===== src/hw/rtl/kmc_pkg.sv =====
// Shared constants, types and opcodes for the k-means clustering block.
`timescale 1ns / 1ps
package kmc_pkg;
  localparam int MAX_POINTS   = 1024;
  localparam int MAX_FEATURES = 8;
  localparam int MAX_CLUSTERS = 16;
  localparam int FEATURE_BITS = 16;

  localparam int POINT_AW  = $clog2(MAX_POINTS);
  localparam int COUNT_W   = POINT_AW + 1;
  localparam int CLUSTER_W = $clog2(MAX_CLUSTERS);
  localparam int DIFF_W    = FEATURE_BITS + 1;
  localparam int SQ_W      = 2 * FEATURE_BITS + 1;
  localparam int DIST_W    = SQ_W + $clog2(MAX_FEATURES);
  localparam int SUM_W     = FEATURE_BITS + POINT_AW;

  typedef logic [MAX_FEATURES-1:0][FEATURE_BITS-1:0] row_t;
  typedef logic [MAX_FEATURES-1:0][SQ_W-1:0] sq_vec_t;
  typedef logic [MAX_FEATURES-1:0][SUM_W-1:0] sum_row_t;

  typedef struct packed {
    logic                 valid;
    logic [CLUSTER_W-1:0] idx;
  } tag_t;

  typedef enum logic [1:0] {
    OP_LOAD  = 2'd0,
    OP_RUN   = 2'd1,
    OP_READ  = 2'd2,
    OP_CLEAR = 2'd3
  } opcode_t;

  typedef enum logic [1:0] {
    ST_OK    = 2'd0,
    ST_EMPTY = 2'd1,
    ST_FULL  = 2'd2,
    ST_RANGE = 2'd3
  } status_t;

  localparam logic [1:0] REG_CLUSTERS = 2'd0;
  localparam logic [1:0] REG_ITERS    = 2'd1;
  localparam logic [1:0] REG_FEATURES = 2'd2;
endpackage


===== src/hw/rtl/kmc_lane.sv =====
// One feature lane: registered squared difference of point and centroid.
`timescale 1ns / 1ps
module kmc_lane (
  input  logic                                 clk,
  input  logic                                 lane_on,
  input  logic signed [kmc_pkg::FEATURE_BITS-1:0] pt,
  input  logic signed [kmc_pkg::FEATURE_BITS-1:0] ctr,
  output logic [kmc_pkg::SQ_W-1:0]             sq
);
  logic signed [kmc_pkg::DIFF_W-1:0]     diff;
  logic signed [2*kmc_pkg::DIFF_W-1:0]   prod;

  assign diff = kmc_pkg::DIFF_W'(pt) - kmc_pkg::DIFF_W'(ctr);
  assign prod = diff * diff;

  always_ff @(posedge clk) begin
    sq <= lane_on ? prod[kmc_pkg::SQ_W-1:0] : '0;
  end
endmodule


===== config.mk =====
export PLATFORM = sky130hd
export DESIGN_NAME = kmc_lane
export DESIGN_NICKNAME = d
export VERILOG_FILES = /design/src/hw/rtl/kmc_pkg.sv /design/src/hw/rtl/kmc_lane.sv
export SDC_FILE = /design/constraint.sdc
export NUM_CORES = 1
export LEC_CHECK = 0
export BUFFER_PORTS_ARGS = -buffer_cell sky130_fd_sc_hd__clkbuf_2
export CORE_ASPECT_RATIO = 1.2
export CORE_MARGIN = 1
export CORE_UTILIZATION = 48
export CTS_CLUSTER_DIAMETER = 150
export DETAILED_ROUTE_END_ITERATION = 6
export PLACE_DENSITY = 0.68
export SLEW_MARGIN = 0
export SYNTH_ARGS = -nofsm -noshare
export SYNTH_HDL_FRONTEND = slang
export SYNTH_SLANG_ARGS = --single-unit

===== constraint.sdc =====
create_clock -name clk -period 9.9 [get_ports clk]
set_clock_uncertainty 0.1 [all_clocks]
set_input_delay 1.98 -clock clk [delete_from_list [all_inputs] [get_ports clk]]
set_output_delay 1.98 -clock clk [all_outputs]
set_load 0.02 [all_outputs]

==> results_dict.tcl <==
set metrics [dict create \
    yosys.area.top_type "fa_1" \
    min_path_type "input pin to flip-flop" \
    num_rows 60 \
    gp_congestion 0.913 \
    drc 0 \
    critPathRequiredTime_ps 10030 \
    setup_viol 0 \
    viasPerCell 5.11 \
    cts_inserted_buffers 5 \
    routedWlPerCell_um 15.8 \
    end_kind "flip-flop" \
    async_reset_ff_share_pct 0 \
    synth_ff_type "dfxtp_1" \
    crit_top_cell "fa_1" \
    ys_types 56 \
    nets 1761 \
    cts.clk_slew.worst_paths_ps 60 \
    postRouteAntennaNets 0 \
    final_hold_viol_count 0 \
    finalMaxSlewViolations 0 \
    place_ws_ps -105 \
    cts_max_level 2 \
    fin_crit_ps 9570 \
    critical_path_class "input pin to flip-flop" \
    grt_max_degree 28 \
    die_h_um 168 \
    diodes 0 \
    fin_ws_ps 332 \
    synth_nets 1609 \
    cts_buffer_depth 2 \
    reg.largest.list "sq x32" \
    initial_core_util_pct 49.2 \
    design.die.area_mm2 0.0237 \
    dp_hpwl_mm 22.8 \
    synthTopCellsByArea "fa_1 (48%), inv_1 (11%), ha_1 (11%)" \
    holdBufCountCts 0 \
    drt_iter0_drc 393 \
    grt_pass1_vias 9350 \
    cpPeakStageDelay_ps 570 \
    ys_seq_elements 32 \
    relSlewSlack_pct 45.0 \
    vias 8411 \
    yosysWarnings 0 \
    largest_reg_flops 32 \
    ioPinCount 67 \
    clkSinkCount 32 \
    antenna_found_initial 0 \
    syn_avg_cell_area_um2 9.12 \
    cp_num_buf_inv 6 \
    tns_ps 0 \
    clock-root-buffer "clkbuf_16" \
    drive_gt1_share_pct 15.9 \
    port_buffers 65 \
    synth_common_cells "inv_1 (334), fa_1 (265), nor2_1 (101)" \
    chipWidth_um 141 \
    max_clock_freq_ghz 0.105 \
    cp_max_fo 8 \
    globalRouteOverflowTotal 0 \
    netlist_instances 1215 \
    tightest_slew_ps 824 \
    cts_tree "yes" \
    core_mm2 0.0225 \
    netlist_area_mm2 0.0111 \
    synth_edf_count 0 \
    synth_seq_area_share_pct 5.78 \
    synth.most_common_cell "inv_1" \
    first_pass_iters 5 \
    period_share_pct 96.6 \
    slowest_stage "fa_1" \
    drv_cap 0 \
    grt_use_total_pct 24.2 \
    largest_register "sq" \
    grt_pass1_wl_mm 44.2 \
    status "complete, no violations" \
    area_delta_synth_final_pct 14.9 \
    arrival_ps 9690 \
    netlist.area_leader.share_pct 47.9 \
    wl_mm 26.0 \
    startpoint_type "input pin" \
    cp_top_family "adder cells" \
]
[final timing paths]
kind | startpoint | end | depth (start not counted)
hold / removal | lane_on | sq[31] | 3
setup / recovery | pt[1] | sq[32] | 30
[per-layer routing]
layer	wire, um	track usage (%)	vias up
met5	0	0	-
met4	1290	11.8	0
met3	817	1.95	64
met2	13900	45.3	194
met1	10000	27.6	4238
li1	-	-	3915
[cell families (layout without fill, tap and decap cells)]
group           count (synthesis)  count (layout)  synth area share (%)
compound gates                117             117                  7.56
other cells                     1               1                0.0338
fa+ha+maj                     360             360                  58.6
xor+xnor                       37              37                  2.99
flops                          32              32                  5.78
simple gates                  292             292                  11.9
buf+inv                       372             525                  12.7
mux                             4               4                 0.361
[repair_timing]
item,CTS,global route
setup buffers,0,3
endpoints found under the setup margin,0,6
gates resized for setup,0,24
[through the flow]
stage                     hold slack (ps)  instances  util [%]  area (um2)
after detailed placement             2290       1636      55.3       12400
after global placement               2290       1636      55.3       12400
after CTS                            2110       1644      56.0       12600
after floorplan                      2090       1215         -       11100
after global routing                 2140       1647      56.5       12700
final                                2110       1647      56.5       12700
[layout make-up]
type | count | area, um2
clock inverters | 3 | 42.5
fillers | 2004 | 9790
flip-flops and latches | 32 | 641
repair buffers | 176 | 1170
inverters | 341 | 1280
clock buffers | 5 | 125
well taps | 279 | 349
multi-input cells | 811 | 9120
[tightest hold or removal path, delay by kind of cell]
kind | cells | cell delay [ps]
multiplexers | 1 | 50
AND/OR/NAND/NOR | 1 | 140
buffers and inverters | 1 | 270
[layout by cell type (no fill, tap or decap), drive strengths merged, types with 4 or more instances in the layout]
master    n
a211oi    9
a21o     12
a21oi    19
and2     34
buf     111
clkbuf   70
clkinv    5
dfxtp    32
fa      265
ha       95
inv     337
mux2i     4
nand2   100
nand2b   11
nand3     5
nor2    101
nor2b     6
nor3     13
nor3b     4
o211ai    5
o21a     13
o21ai    22
o311ai    5
o31ai     5
or2       5
or3       7
xnor2    30
xor2      7
Power is left out: the tool's default activity adds up to more than one toggle a clock period on the data nets, which glitch-free logic cannot reach.
