==> config.mk <==
export PLATFORM = sky130hd
export DESIGN_NAME = kmc_merge
export DESIGN_NICKNAME = d
export VERILOG_FILES = /design/src/hw/rtl/kmc_pkg.sv /design/src/hw/rtl/kmc_merge.sv
export SDC_FILE = /design/constraint.sdc
export NUM_CORES = 1
export LEC_CHECK = 0
export BUFFER_PORTS_ARGS = -buffer_cell sky130_fd_sc_hd__buf_2
export CAP_MARGIN = 20
export CORE_ASPECT_RATIO = 0.7
export CORE_UTILIZATION = 55
export DETAILED_ROUTE_END_ITERATION = 8
export PLACE_DENSITY = 0.93
export SLEW_MARGIN = 10
export SYNTH_ARGS = -nofsm -noshare
export SYNTH_HDL_FRONTEND = slang
export SYNTH_SLANG_ARGS = --single-unit
==> constraint.sdc <==
create_clock -name clk -period 7 [get_ports clk]
set_input_delay 0.35 -clock clk [delete_from_list [all_inputs] [get_ports clk]]
set_output_delay 0.35 -clock clk [all_outputs]
set_load 0.01 [all_outputs]
==> src/hw/rtl/kmc_pkg.sv <==
// Shared constants, types and opcodes for the k-means clustering block.
`timescale 1ns / 1ps
package kmc_pkg;
  localparam int MAX_POINTS   = 1024;
  localparam int MAX_FEATURES = 8;
  localparam int MAX_CLUSTERS = 16;
  localparam int FEATURE_BITS = 16;

  localparam int POINT_AW  = $clog2(MAX_POINTS);
  localparam int COUNT_W   = POINT_AW + 1;
  localparam int CLUSTER_W = $clog2(MAX_CLUSTERS);
  localparam int DIFF_W    = FEATURE_BITS + 1;
  localparam int SQ_W      = 2 * FEATURE_BITS + 1;
  localparam int DIST_W    = SQ_W + $clog2(MAX_FEATURES);
  localparam int SUM_W     = FEATURE_BITS + POINT_AW;

  typedef logic [MAX_FEATURES-1:0][FEATURE_BITS-1:0] row_t;
  typedef logic [MAX_FEATURES-1:0][SQ_W-1:0] sq_vec_t;
  typedef logic [MAX_FEATURES-1:0][SUM_W-1:0] sum_row_t;

  typedef struct packed {
    logic                 valid;
    logic [CLUSTER_W-1:0] idx;
  } tag_t;

  typedef enum logic [1:0] {
    OP_LOAD  = 2'd0,
    OP_RUN   = 2'd1,
    OP_READ  = 2'd2,
    OP_CLEAR = 2'd3
  } opcode_t;

  typedef enum logic [1:0] {
    ST_OK    = 2'd0,
    ST_EMPTY = 2'd1,
    ST_FULL  = 2'd2,
    ST_RANGE = 2'd3
  } status_t;

  localparam logic [1:0] REG_CLUSTERS = 2'd0;
  localparam logic [1:0] REG_ITERS    = 2'd1;
  localparam logic [1:0] REG_FEATURES = 2'd2;
endpackage

==> src/hw/rtl/kmc_merge.sv <==
// Merging stage: sums the lane squares and keeps the nearest centroid.
`timescale 1ns / 1ps
module kmc_merge (
  input  logic                            clk,
  input  logic                            rst,
  input  kmc_pkg::sq_vec_t                sq,
  input  kmc_pkg::tag_t                   tag,
  output logic [kmc_pkg::CLUSTER_W-1:0]   best_idx
);
  logic [kmc_pkg::DIST_W-1:0] cur_d;
  logic [kmc_pkg::DIST_W-1:0] dist_sum;
  logic [kmc_pkg::DIST_W-1:0] min_d;
  kmc_pkg::tag_t              tag_a;

  always_comb begin
    dist_sum = '0;
    for (int j = 0; j < kmc_pkg::MAX_FEATURES; j++) begin
      dist_sum = dist_sum + kmc_pkg::DIST_W'(sq[j]);
    end
  end

  always_ff @(posedge clk) begin
    if (rst) begin
      tag_a <= '0;
    end else begin
      tag_a <= tag;
    end
    cur_d <= dist_sum;
    // Strict compare keeps the lowest index on ties.
    if (tag_a.valid && (tag_a.idx == '0 || cur_d < min_d)) begin
      min_d    <= cur_d;
      best_idx <= tag_a.idx;
    end
  end
endmodule

==> flow_summary.ini <==
[critical_path]
critical_path_required_ns = 7.21
cp-start-kind = input pin
critPathCaptureType = flop
critPathBufInv = 5
crit_top_cell = fa_1
crit_type = input pin to flop
cp_max_fo = 3
crit_chain = buf_2 > inv_1 > fa_1 > inv_1 > fa_1 > fa_1 > inv_1 > fa_1 > inv_1 > ha_1 > fa_1 > a21o_1 > o21a_1 > o21ai_0 > o21bai_1 > a31oi_1 > o21ai_0 > xor2_1
cpLargestDelayFamily = adder cells
cpPeakStageDelay_ns = 0.56
crit_arrival_ns = 5.10
cp_slowest_cell = fa_1

[sta]
worst_slack_ns = 2.11
holdWs_ns = 0.230
fin_tns_setup_ns = 0
fin_skew_ns = 0.00714
rsz0062_at_grt = false
hold_viol = 0
finalSetupViolCount = 0
period_minus_slack_ns = 4.89
period_share_pct = 69.8
fmax_mhz = 205
worst_pin_slew_ns = 0.544
slew_violations = 0
max_slew_margin_pct = 63.6

[floorplanning]
io-pin-count = 275
core.rowCount = 40
core-area_um2 = 17500
die_area_um2 = 18800
dieHeight_um = 115
start_util_pct = 57.4
die_x_um = 164

[yosys]
netlist_instances = 1003
yosys_warnings = 0
synthTopCellsByArea = fa_1 39%, inv_1 15%, edfxtp_1 12%, ha_1 8.8%, dfxtp_1 8.2%
synth_enable_flop_cells = 40
synthFlopType = dfxtp_1
netlist.area_leader.share_pct = 39.2
syn_area_um2 = 10100
synth.largest_area_cell = fa_1
yosysSeqAreaShare_pct = 20.1
syn_avg_cell_area_um2 = 10.0
ys_types = 57
syn_nets = 1542
synth_seq_cells = 81
synth-async-reset-ratio_pct = 0

[clock_network]
holdBufCountCts = 0
cts_setup_buffers = 0
htree_num_levels = 3
cts-resized-gates = 0
clock-root-buffer = clkbuf_16
cts_tree = yes
cts_sinks = 81
path_clk_slew_ns = 0.06
clkLatencyLatePin_ns = 0.33
cts_buffer_depth = 2
cts_made_buffers = 9

[grt]
grt_first_pass_wirelength_mm = 34.7
grt_antenna_before_repair = 0
grt_max_degree = 26
grt.overflow.total = 0
track_usage_pct = 23.2
grt_pass1_vias = 8142

[detailed_routing]
drc_errors = 0
drt-total-wl_mm = 20.1
wl_per_cell_um = 13.2
dr.first_iter.drc_count = 325
via_per_inst = 4.85
dr.pass1.iters = 4
postRouteAntennaNets = 0
dr_total_vias = 7361

[place]
numPortBuffers = 274
dpl.cell_count = 1501
place_ws_ns = 1.88
placed_area_um2 = 11700
gp_congestion = 0.871
hpwl_mm = 17.9

[cells_and_area]
fin_nets = 1820
area_delta_synth_final_pct = 19.0
diodes = 0
drive_above_1_share_pct = 24.0
stdcell_area_um2 = 12000
finish.utilization_pct = 68.3
layoutNonFillerInstCount = 1517

[power]
ir_drop_uv = 285
p_leak_nw = 6.73
power.total_mw = 6.11
powerDensity_nw_per_um2 = 510

[worst_hold_path]
hp-class = input pin to flop

[outcome]
status = finished, final reports clean

[job]
drv_cap = 0
[cell usage after synthesis, drive strengths merged (3+ instances only)]
master  number
o41ai        3
xor2        13
xnor2       16
nor4         3
edfxtp      40
fa         197
nor2b        6
nor3         4
clkbuf       3
and3         4
a21o        27
buf          5
dfxtp       41
a211oi       3
o21a         7
o21bai       8
nand4        9
nand3        8
nand2       25
o21ai       24
a31oi        3
ha          71
nor2        19
a21oi       41
inv        397
o31a         3
[per-layer routing]
layer,track usage [%],part of all wire [%],vias up
li1,-,-,3514
met3,3.25,5.6,36
met1,28.2,41,3540
met2,43.8,52,271
met5,0,0,-
met4,5.06,1.4,0
[power breakdown]
part	internal, mW	switching (mW)	total [mW]
clock	0.260	0.176	0.436
combinational	2.00	2.71	4.71
sequential	0.853	0.108	0.962
[path summary, 6_finish.rpt]
kind | start | endpoint | slack, ns | cells after the start
hold / removal | tag[4] | tag_a[4]$_SDFF_PP0_ | 0.23 | 2
setup / recovery | sq[2] | cur_d[22]$_DFF_P_ | 2.11 | 18
hold reg to reg | tag_a[0]$_SDFF_PP0_ | best_idx[0]$_DFFE_PP_ | 0.43 | 0
setup reg to reg | min_d[29]$_DFFE_PP_ | min_d[4]$_DFFE_PP_ | 3.96 | 10
[cell families after synthesis]
| family | synth area share (%) |
|---|---|
| AOI/OAI and AO/OA | 10.0 |
| and+or+nand+nor | 3.95 |
| adders and majority gates | 48.1 |
| buffers and inverters | 15.3 |
| xor gates and xnor gates | 2.53 |
| DFF | 20.1 |
[placed cells by master (no fill, tap or decap), types with 2 or more instances in the layout]
cell       synthesis  layout
inv_1            397     397
buf_2              3     274
fa_1             197     197
ha_1              71      71
dfxtp_1           41      41
a21oi_1           40      40
edfxtp_1          40      40
a21o_1            27      27
nand2_1           25      25
nor2_1            19      19
o21ai_0           19      18
xnor2_1           16      16
xor2_1            13      13
nand4_1            9       9
clkbuf_16          0       9
o21bai_1           8       8
nand3_1            7       7
o21a_1             7       7
nor2b_1            6       6
and3_1             4       4
nor4_1             3       3
o21ai_1            3       3
o41ai_2            3       3
a211oi_1           3       3
a31oi_1            3       3
o21ai_2            2       2
a221oi_2           2       2
nor3_1             2       2
o31a_1             2       2
clkbuf_8           0       2
[registers in the layout (all words and copies together), names as in the netlist]
name	cells
tag_a	5
min_d	36
cur_d	36
best_idx	4
[layout make-up]
| type | count | area [um^2] |
|---|---|---|
| multi-input combinational | 517 | 6500 |
| fill | 1304 | 5550 |
| sequential | 81 | 2020 |
| inverter | 397 | 1490 |
| timing repair buffer | 275 | 1380 |
| tap | 231 | 289 |
| clock buffer | 12 | 256 |
| clock inverter | 4 | 26.3 |
Note: power is estimated with default switching activity, not from simulation.
