===== config.mk =====
export PLATFORM = sky130hd
export DESIGN_NAME = kmc_div
export DESIGN_NICKNAME = d
export VERILOG_FILES = /design/src/hw/rtl/kmc_pkg.sv /design/src/hw/rtl/kmc_div.sv
export SDC_FILE = /design/constraint.sdc
export NUM_CORES = 1
export LEC_CHECK = 0
export BUFFER_PORTS_ARGS = -buffer_cell sky130_fd_sc_hd__buf_2
export CORE_ASPECT_RATIO = 1.2
export CORE_UTILIZATION = 55
export CTS_BUF_LIST = sky130_fd_sc_hd__clkbuf_4 sky130_fd_sc_hd__clkbuf_8 sky130_fd_sc_hd__clkbuf_16
export DETAILED_ROUTE_END_ITERATION = 16
export GPL_TIMING_DRIVEN = 0
export PLACE_DENSITY = 0.78
export SYNTH_ARGS = -nofsm -noshare
export SYNTH_HDL_FRONTEND = slang
export SYNTH_SLANG_ARGS = --single-unit

===== constraint.sdc =====
create_clock -name clk -period 4.4 [get_ports clk]
set_clock_uncertainty 0.15 [all_clocks]
set_input_delay 0.22 -clock clk [delete_from_list [all_inputs] [get_ports clk]]
set_output_delay 0.22 -clock clk [all_outputs]
set_load 0.01 [all_outputs]

===== src/hw/rtl/kmc_pkg.sv =====
// Shared constants, types and opcodes for the k-means clustering block.
`timescale 1ns / 1ps
package kmc_pkg;
  localparam int MAX_POINTS   = 1024;
  localparam int MAX_FEATURES = 8;
  localparam int MAX_CLUSTERS = 16;
  localparam int FEATURE_BITS = 16;

  localparam int POINT_AW  = $clog2(MAX_POINTS);
  localparam int COUNT_W   = POINT_AW + 1;
  localparam int CLUSTER_W = $clog2(MAX_CLUSTERS);
  localparam int DIFF_W    = FEATURE_BITS + 1;
  localparam int SQ_W      = 2 * FEATURE_BITS + 1;
  localparam int DIST_W    = SQ_W + $clog2(MAX_FEATURES);
  localparam int SUM_W     = FEATURE_BITS + POINT_AW;

  typedef logic [MAX_FEATURES-1:0][FEATURE_BITS-1:0] row_t;
  typedef logic [MAX_FEATURES-1:0][SQ_W-1:0] sq_vec_t;
  typedef logic [MAX_FEATURES-1:0][SUM_W-1:0] sum_row_t;

  typedef struct packed {
    logic                 valid;
    logic [CLUSTER_W-1:0] idx;
  } tag_t;

  typedef enum logic [1:0] {
    OP_LOAD  = 2'd0,
    OP_RUN   = 2'd1,
    OP_READ  = 2'd2,
    OP_CLEAR = 2'd3
  } opcode_t;

  typedef enum logic [1:0] {
    ST_OK    = 2'd0,
    ST_EMPTY = 2'd1,
    ST_FULL  = 2'd2,
    ST_RANGE = 2'd3
  } status_t;

  localparam logic [1:0] REG_CLUSTERS = 2'd0;
  localparam logic [1:0] REG_ITERS    = 2'd1;
  localparam logic [1:0] REG_FEATURES = 2'd2;
endpackage


===== src/hw/rtl/kmc_div.sv =====
// Serial restoring divider for the truncated centroid mean.
`timescale 1ns / 1ps
module kmc_div (
  input  logic                                   clk,
  input  logic                                   rst,
  input  logic                                   start,
  input  logic signed [kmc_pkg::SUM_W-1:0]       dividend,
  input  logic [kmc_pkg::COUNT_W-1:0]            divisor,
  output logic                                   done,
  output logic [kmc_pkg::FEATURE_BITS-1:0]       quotient
);
  localparam int CNT_W = $clog2(kmc_pkg::SUM_W);

  logic                          running;
  logic [CNT_W-1:0]              cnt;
  logic                          neg;
  logic [kmc_pkg::SUM_W-1:0]     q;
  logic [kmc_pkg::COUNT_W:0]     rem;
  logic [kmc_pkg::COUNT_W-1:0]   dvs;
  logic [kmc_pkg::COUNT_W:0]     trial;
  logic [kmc_pkg::SUM_W-1:0]     q_signed;

  assign trial    = {rem[kmc_pkg::COUNT_W-1:0], q[kmc_pkg::SUM_W-1]};
  assign q_signed = neg ? (~q + 1'b1) : q;
  assign quotient = q_signed[kmc_pkg::FEATURE_BITS-1:0];

  always_ff @(posedge clk) begin
    if (rst) begin
      running <= 1'b0;
      done    <= 1'b0;
    end else begin
      done <= running && (cnt == CNT_W'(kmc_pkg::SUM_W - 1));
      if (start) begin
        running <= 1'b1;
      end else if (running && cnt == CNT_W'(kmc_pkg::SUM_W - 1)) begin
        running <= 1'b0;
      end
    end
    if (start) begin
      cnt <= '0;
      neg <= dividend[kmc_pkg::SUM_W-1];
      q   <= dividend[kmc_pkg::SUM_W-1] ? (~dividend + 1'b1) : dividend;
      rem <= '0;
      dvs <= divisor;
    end else if (running) begin
      cnt <= cnt + 1'b1;
      if (trial >= {1'b0, dvs}) begin
        rem <= trial - {1'b0, dvs};
        q   <= {q[kmc_pkg::SUM_W-2:0], 1'b1};
      end else begin
        rem <= trial;
        q   <= {q[kmc_pkg::SUM_W-2:0], 1'b0};
      end
    end
  end
endmodule


==> impl_summary.md, run 1 <==
Run status
The flow ran to the end, and the final reports show no timing, DRC or antenna violations.

Clock tree
The post-cts repair resize count is 0. In this run the number of H-tree levels came out at 2. The TritonCTS clock tree is done. The number of buffers inserted during clock tree synthesis is 5. The largest buffer count on any clock path is 2.

In this run the clock root is driven by a sky130_fd_sc_hd__clkbuf_8. The count of hold-fix buffers inserted at cts is 12. Once the clock tree was built, the setup fixing pass inserted 0 buffers. After clock tree synthesis, the clock-pin slew on the worst setup and hold paths is 100 ps.

Clock latency on the worst-skew pair, taken at its later pin, is 320 ps. The tree built by TritonCTS fans out to 56 sinks.

Finish
The fraction of final layout cells with drive strength greater than 1 is 0.164. The number of nets in the layout is 512. Relative to the synthesized area, the layout overhead comes to 16.8%.

In the layout the commonest cells are sky130_fd_sc_hd__buf_2, sky130_fd_sc_hd__nor2_1, sky130_fd_sc_hd__edfxtp_1, sky130_fd_sc_hd__a21oi_1, sky130_fd_sc_hd__xnor2_1. The number of antenna diodes in the final layout is 0. The most frequent standard cell in the layout excluding fill and tap cells is sky130_fd_sc_hd__buf_2. The share of the core filled with cells is 0.678.

STA
The number of pins with negative max-slew slack in the final report is 0. The setup TNS is 0 ps. Setup violations remaining at the end of the flow were counted as 0. Dividing the final minimum period by the clock period gives 0.712.

The count of endpoints failing hold in the final timing report is 0. The worst pin sits at a relative slew slack of 0.510. Setup repair after global routing left no endpoint under its margin.

For the finished layout, the period the worst path requires is 3130 ps. At the pin with the least slew margin, the transition time is 717 ps. The maximum clock frequency is 319 MHz.

Synth
The share of synthesized flip-flops with an asynchronous set or reset is 0. The sequential share of the synthesized area is 0.422. Yosys printed 0 warnings.

Yosys mapped a number of flops with a built-in enable equal to 38. Summing every instance area after synthesis gives 3560 um^2. A synthesized cell averages 9.34 um^2. Counting every net in the synthesized netlist gives 437. The commonest register cell after synthesis is sky130_fd_sc_hd__edfxtp_1. The synthesized design spends more area on one cell type than any other, namely sky130_fd_sc_hd__edfxtp_1. The netlist uses 46 different library cells. Of the post-synthesis cell area, the dominant cell type holds 0.321.

After technology mapping, the gate count stands at 381. Sorting the synthesized cells by area gives the leading types as sky130_fd_sc_hd__edfxtp_1, sky130_fd_sc_hd__dfxtp_1, sky130_fd_sc_hd__xnor2_1. Counting flops and latches in the post-synthesis netlist gives 56.

Worst setup path
The depth of the worst register-to-register path is 10. At the worst endpoint, the required time is 4470 ps. The sort of element at the start of the critical path is a flop. The critical register-to-register path endpoint is rem[9]. The setup path with the least slack is of type reg2reg. The startpoint of the worst-slack reg-to-reg timing path is q[25]. The critical path endpoint category is a flop. The maximum net fanout on the critical path is 10.

The setup check on the worst reg-to-reg path leaves a slack of 1270 ps. STA puts the critical path data arrival time at 3200 ps.

Place
The congestion estimate from routability-driven global placement came to 0.874. The number of input and output port buffers inserted is 56. The half-perimeter wire length after detailed placement is 5790 um.

Power
The share of total power dissipated in the clock network is 0.222. The worst vdd rail ir drop is 0.210 mV. Of the total power, the share spent switching nets is 0.318. Summed over all cells, the static leakage comes to 1.65 nW. In this run the power spent charging and discharging nets is 0.424 mW.

Cell internal power was estimated by the tool at 0.910 mW. The power share of the combinational group is 0.282. Dividing total power by cell area gives a power density of 321 nW/um^2. The sequential share of power is 0.496.

Global routing
The number of global-route vias before repair was 2925. The global-route layer with the greatest usage is met2. Entering global routing, the biggest net connects 28 pins. The global-route met2 utilization is 0.423. The total grt overflow is 0. The global router's overall resource usage is 0.241.

The fraction of met1 tracks used by global routing is 0.289. The initial antenna violation count is 0. The routing usage on met3 is 0.0404. The first global-routing pass estimated 12700 um of wire.

Detailed routing
The total wire length is 7720 um. The detailed router's first-iteration violation count is 126. Dividing the detail-routed wire length by the instance count gives 14.3 um. The pre-antenna-repair detailed-routing pass consisted of 5 iterations.

The detail-routed via count per cell is 5.60. The via count of the routed design is 3021. For this run, design rule violations remaining after detail routing come to 0. Once detail routing completed, the nets flagged for antenna violations numbered 0.

Floorplanning
The total core area is 6130 um^2. The die outline height is 90.1 um. The initial core utilization is 0.580. The site row count is 31. The overall die area is 6790 um^2. The die is 75.4 um wide. 57 I/O pins were placed.

Hold path
Along the worst hold path, the cell count comes to 1. The path with the worst hold slack has its endpoint at neg. The min-delay analysis places its worst path in the category in2reg.

The startpoint of the most critical hold path is dividend[25].

Flow run
The tool flagged a number of max-cap violations equal to 0.
==> cell families after synthesis <==
group	Yosys count	synth area share
AND/OR/NAND/NOR	118	0.159
AO/OA/AOI/OAI	93	0.167
flip-flops	56	0.422
XOR/XNOR	46	0.113
buffers and inverters	40	0.0436
adder cells (fa/ha/maj)	16	0.0584
multiplexers	12	0.0362
==> cell usage after synthesis (all sizes together), types with 2 or more instances <==
master	n
nor2	48
edfxtp	38
a21oi	27
o21ai	24
xnor2	24
inv	23
nand2	23
xor2	22
dfxtp	18
ha	15
o31ai	12
clkbuf	11
a211oi	9
mux2i	8
nand3	8
o41ai	8
buf	6
nand2b	6
nor3	6
or3	6
or4	5
mux2	4
nand4	4
nor2b	3
a311oi	2
nand4b	2
nor4	2
o211ai	2
o21a	2
o22ai	2
o31a	2
or2	2
==> metrics by stage <==
step / area [um^2] / power, mW / hold slack, ps / setup slack (ps) / cells
global placement: 3940 / 1.03 / 246 / 1410 / 519
finish: 4160 / 1.33 / 81.9 / 1270 / 539
CTS: 4160 / 1.34 / 61.5 / 1330 / 539
detailed placement: 3940 / 1.04 / 248 / 1390 / 519
global route: 4160 / 1.42 / 62.1 / 1060 / 539
floorplan: 3560 / 0.924 / 142 / 1810 / 381
==> worst max-delay path by stage <==
stage,end,start,cells past startpoint
6_report,rem[9],q[25],10
5_1_grt,rem[4],dvs[8],10
4_1_cts,rem[9],q[25],10
3_5_place_dp,rem[8],dvs[8],10
3_3_place_gp,rem[4],dvs[8],10
2_1_floorplan,rem[4],dvs[8],10
==> state kept, by name, indices dropped and copies added (netlist names) <==
name	count
q	26
neg	1
rem	11
done	1
dvs	11
cnt	5
running	1
==> critical path, cell delays in order (launching register included) <==
cell                       delay (ps)
sky130_fd_sc_hd__edfxtp_1         350
sky130_fd_sc_hd__inv_1             60
sky130_fd_sc_hd__ha_1             220
sky130_fd_sc_hd__fa_1             410
sky130_fd_sc_hd__nor2b_1          170
sky130_fd_sc_hd__o31a_1           210
sky130_fd_sc_hd__o21ai_1          210
sky130_fd_sc_hd__o21ai_1          500
sky130_fd_sc_hd__buf_2            350
sky130_fd_sc_hd__o41ai_1          120
sky130_fd_sc_hd__a311oi_1         290
==> cell type report <==
cell class	count	area [um^2]
clock buffers	5	68.8
inverters	23	86.3
well taps	82	103
plain buffers	17	68.8
repair buffers	68	400
multi-input cells	285	1900
flip-flops and latches	56	1500
clock inverters	3	26.3
fillers	529	1970
==> layer usage <==
metal	vias up	routed length (um)
met5	-	0
met4	0	114
met3	10	324
met2	83	4080
met1	1409	3200
li1	1519	-
==> power groups by stage <==
stage / combinational (mW) / clock, mW / sequential, mW
after detailed placement: 0.365 / 0 / 0.674
after floorplan: 0.262 / 0 / 0.662
after global routing: 0.424 / 0.326 / 0.668
after CTS: 0.376 / 0.305 / 0.662
after global placement: 0.354 / 0 / 0.671
final: 0.376 / 0.295 / 0.662
No activity file was read; power rests on OpenSTA's default activity.
==> inputs of run 2 (changes only) <==
==> constraint.sdc (replaced) <==
create_clock -name clk -period 3.1 [get_ports clk]
set_clock_uncertainty 0.15 [all_clocks]
set_input_delay 0.155 -clock clk [delete_from_list [all_inputs] [get_ports clk]]
set_output_delay 0.155 -clock clk [all_outputs]
set_load 0.01 [all_outputs]
==> run 2 against run 1 <==
Against the previous run: global-route usage did not move; sequential share of layout area fell by 0.17 points; hold slack improved by 1.8 ps; via count rose by 0.30%; utilization rose by 0.33 points; design area rose by 0.48%.
==> impl_summary.md, run 2 (synthesis results as in run 1) <==
Run status
The flow ran to the end, and the final reports show no timing, DRC or antenna violations.

Finish
The final instance area is 4180 um^2 (+0.48%). The top cell types in the final layout, fill and taps aside, are sky130_fd_sc_hd__buf_2, sky130_fd_sc_hd__nor2_1, sky130_fd_sc_hd__edfxtp_1, sky130_fd_sc_hd__a21oi_1, sky130_fd_sc_hd__xnor2_1. The count of inserted antenna diode cells is 0 (unchanged). The area growth from synthesis to layout is 17.4%. The total of fill cells in the finished design was 526 (-0.57%). The number of nets in the layout is 513 (+0.20%).

The library cell used most frequently in the layout, excluding fill and tap cells, is sky130_fd_sc_hd__buf_2. Ranked by flip-flop count, first place goes to q. The fraction of final layout cells with drive strength greater than 1 is 0.168 (+0.00401). The largest registers in the layout are q (26), dvs (11), rem (11).

The number of flip-flops under the largest register name came to 26 (unchanged).

Clock tree
The number of clock sinks seen by CTS is 56 (unchanged). The clock network latency to the later pin of the worst-skew pair is 320 ps (about the same). The post-CTS clock slew at the launch and capture registers of the worst setup and hold paths came to 100 ps (about the same). The number of buffers inserted during clock tree synthesis is 5 (unchanged). The number of levels the H-tree was split into came to 2 (unchanged). The cell at the root of the clock tree is sky130_fd_sc_hd__clkbuf_8. The largest buffer count on any clock path is 2 (unchanged). The TritonCTS clock tree is done.

STA
The final clock period utilization by the worst path is 0.950 (+0.238). The slew at the pin with the worst max-slew slack is 621 ps (-95.9 ps). The final period demand of the worst path is 2940 ps (-186 ps).

The setup TNS is 0 ps (unchanged). Setup repair after global routing left no endpoint under its margin. The final number of setup-violating endpoints is 0 (unchanged). The maximum clock frequency came to 340 MHz (+6.3%). The count of endpoints failing hold in the final timing report is 0 (unchanged).

The relative slew slack is 0.586 (+0.0763). The number of pins with negative max-slew slack in the final report is 0 (unchanged). The hold slack is 83.7 ps (+1.77 ps).

Place
The number of input and output port buffers inserted is 56 (unchanged). The final weighted congestion in routability-driven placement is 0.874 (unchanged). The half-perimeter wire length after detailed placement is 5790 um (unchanged). The area of placed instances is 3940 um^2 (unchanged).

Worst setup path
The arrival time at the worst endpoint is 3020 ps (-180 ps). The required arrival time at the worst endpoint is 3170 ps (-1300 ps). The minimum setup slack among reg-to-reg paths is 160 ps (-1110 ps). The sort of element at the start of the critical path is a flop.

The maximum net fanout on the critical path is 10 (unchanged). The worst setup path is captured at a flop. The critical path is of the reg2reg type.

Detailed routing
The post-route DRC violation count was 0 (unchanged). The via count of the routed design is 3030 (+0.30%). The routed length per placed instance is 14.3 um (-0.16%). The detailed router's first-iteration violation count came to 139 (+10%). The total wire length came to 7720 um (about the same). The remaining antenna violation count is 0 (unchanged). The number of detailed-routing iterations run before antenna repair is 4 (-1).

The detail-routed via count per cell was 5.61 (+0.11%).

Power
The static leakage power was 1.66 nW (+0.45%). The worst vdd rail ir drop is 0.297 mV (+41%). The post-route total power came to 1.90 mW (+42%). The total power density per cell area is 455 nW/um^2 (+42%).

Global routing
The initial antenna violation count is 0 (unchanged). The largest net degree at the start of global routing is 28 (unchanged). The number of global-route vias before repair is 2925 (unchanged). The global router's overall resource usage was 0.241 (unchanged). The global-route wire length before repair is 12700 um (unchanged).

The total grt overflow is 0 (unchanged).

Floorplanning
The I/O pin total was 57 (unchanged). The initial core utilization is 0.580 (unchanged). The overall die area was 6790 um^2 (unchanged). The total core area came to 6130 um^2 (unchanged). The die outline height is 90.1 um (unchanged).

The site row count is 31 (unchanged). The horizontal die dimension is 75.4 um (unchanged).

Flow run
The number of max-cap violations came to 0 (unchanged).

Hold path
The class of the worst hold path is in2reg.
[run 2: changes by cell type in the layout (fill, tap and decap cells not counted), sizes merged]
cell,before,now
dlygate4sd3,12,13
[run 2: final cells by class]
type	instances	area, um^2	area share
Multi-Input combinational cell	285	1910	0.458
Sequential cell	56	1500	0.360
Timing Repair Buffer	69	410	0.0983
Tap cell	82	103	0.0246
Inverter	23	86.3	0.0207
Clock buffer	5	68.8	0.0165
Buffer	17	68.8	0.0165
Clock inverter	3	26.3	0.00629
[run 2: routing by layer]
metal,up-vias,GRT usage,wire [um]
li1,1525,-,-
met3,12,0.0404,322
met4,0,0.0802,129
met2,85,0.423,4030
met1,1408,0.289,3240
met5,-,0,0
[run 2: path summary, 6_finish.rpt]
kind / start / end / cells past startpoint
worst max-delay path: q[25] / rem[9] / 10
worst min register to register: rem[2] / rem[2] / 2
worst min-delay path: dividend[13] / q[13] / 3
worst max register to register: q[25] / rem[9] / 10
[run 2: per-stage QoR]
stage,util,worst slack (ps),std cells
detailed placement,0.643,88.6,519
CTS,0.680,31.8,540
finish,0.681,155,540
global placement,0.643,111,519
floorplan,-,506,381
global route,0.681,13.1,540
[run 2: power breakdown]
part / switching, mW / leakage (nW) / total, mW / internal [mW]
Sequential: 0.0578 / 0.522 / 0.940 / 0.883
Clock: 0.253 / 0.0491 / 0.420 / 0.167
Combinational: 0.294 / 1.09 / 0.539 / 0.245
[run 2: worst max-delay path: stages, from the launching register on]
cell,delay (ps)
sky130_fd_sc_hd__edfxtp_1,350
sky130_fd_sc_hd__inv_1,60
sky130_fd_sc_hd__ha_1,220
sky130_fd_sc_hd__fa_1,410
sky130_fd_sc_hd__nor2b_1,170
sky130_fd_sc_hd__o31a_1,200
sky130_fd_sc_hd__o21ai_1,210
sky130_fd_sc_hd__o21ai_2,350
sky130_fd_sc_hd__buf_2,320
sky130_fd_sc_hd__o41ai_1,120
sky130_fd_sc_hd__a311oi_1,290
[run 2: timing repair]
action | CTS | global route
gates resized for setup | 0 | 3
hold buffers | 13 | 0
endpoints found under the hold margin | 14 | 0
setup endpoints to repair | 0 | 12
setup buffers | 0 | 0
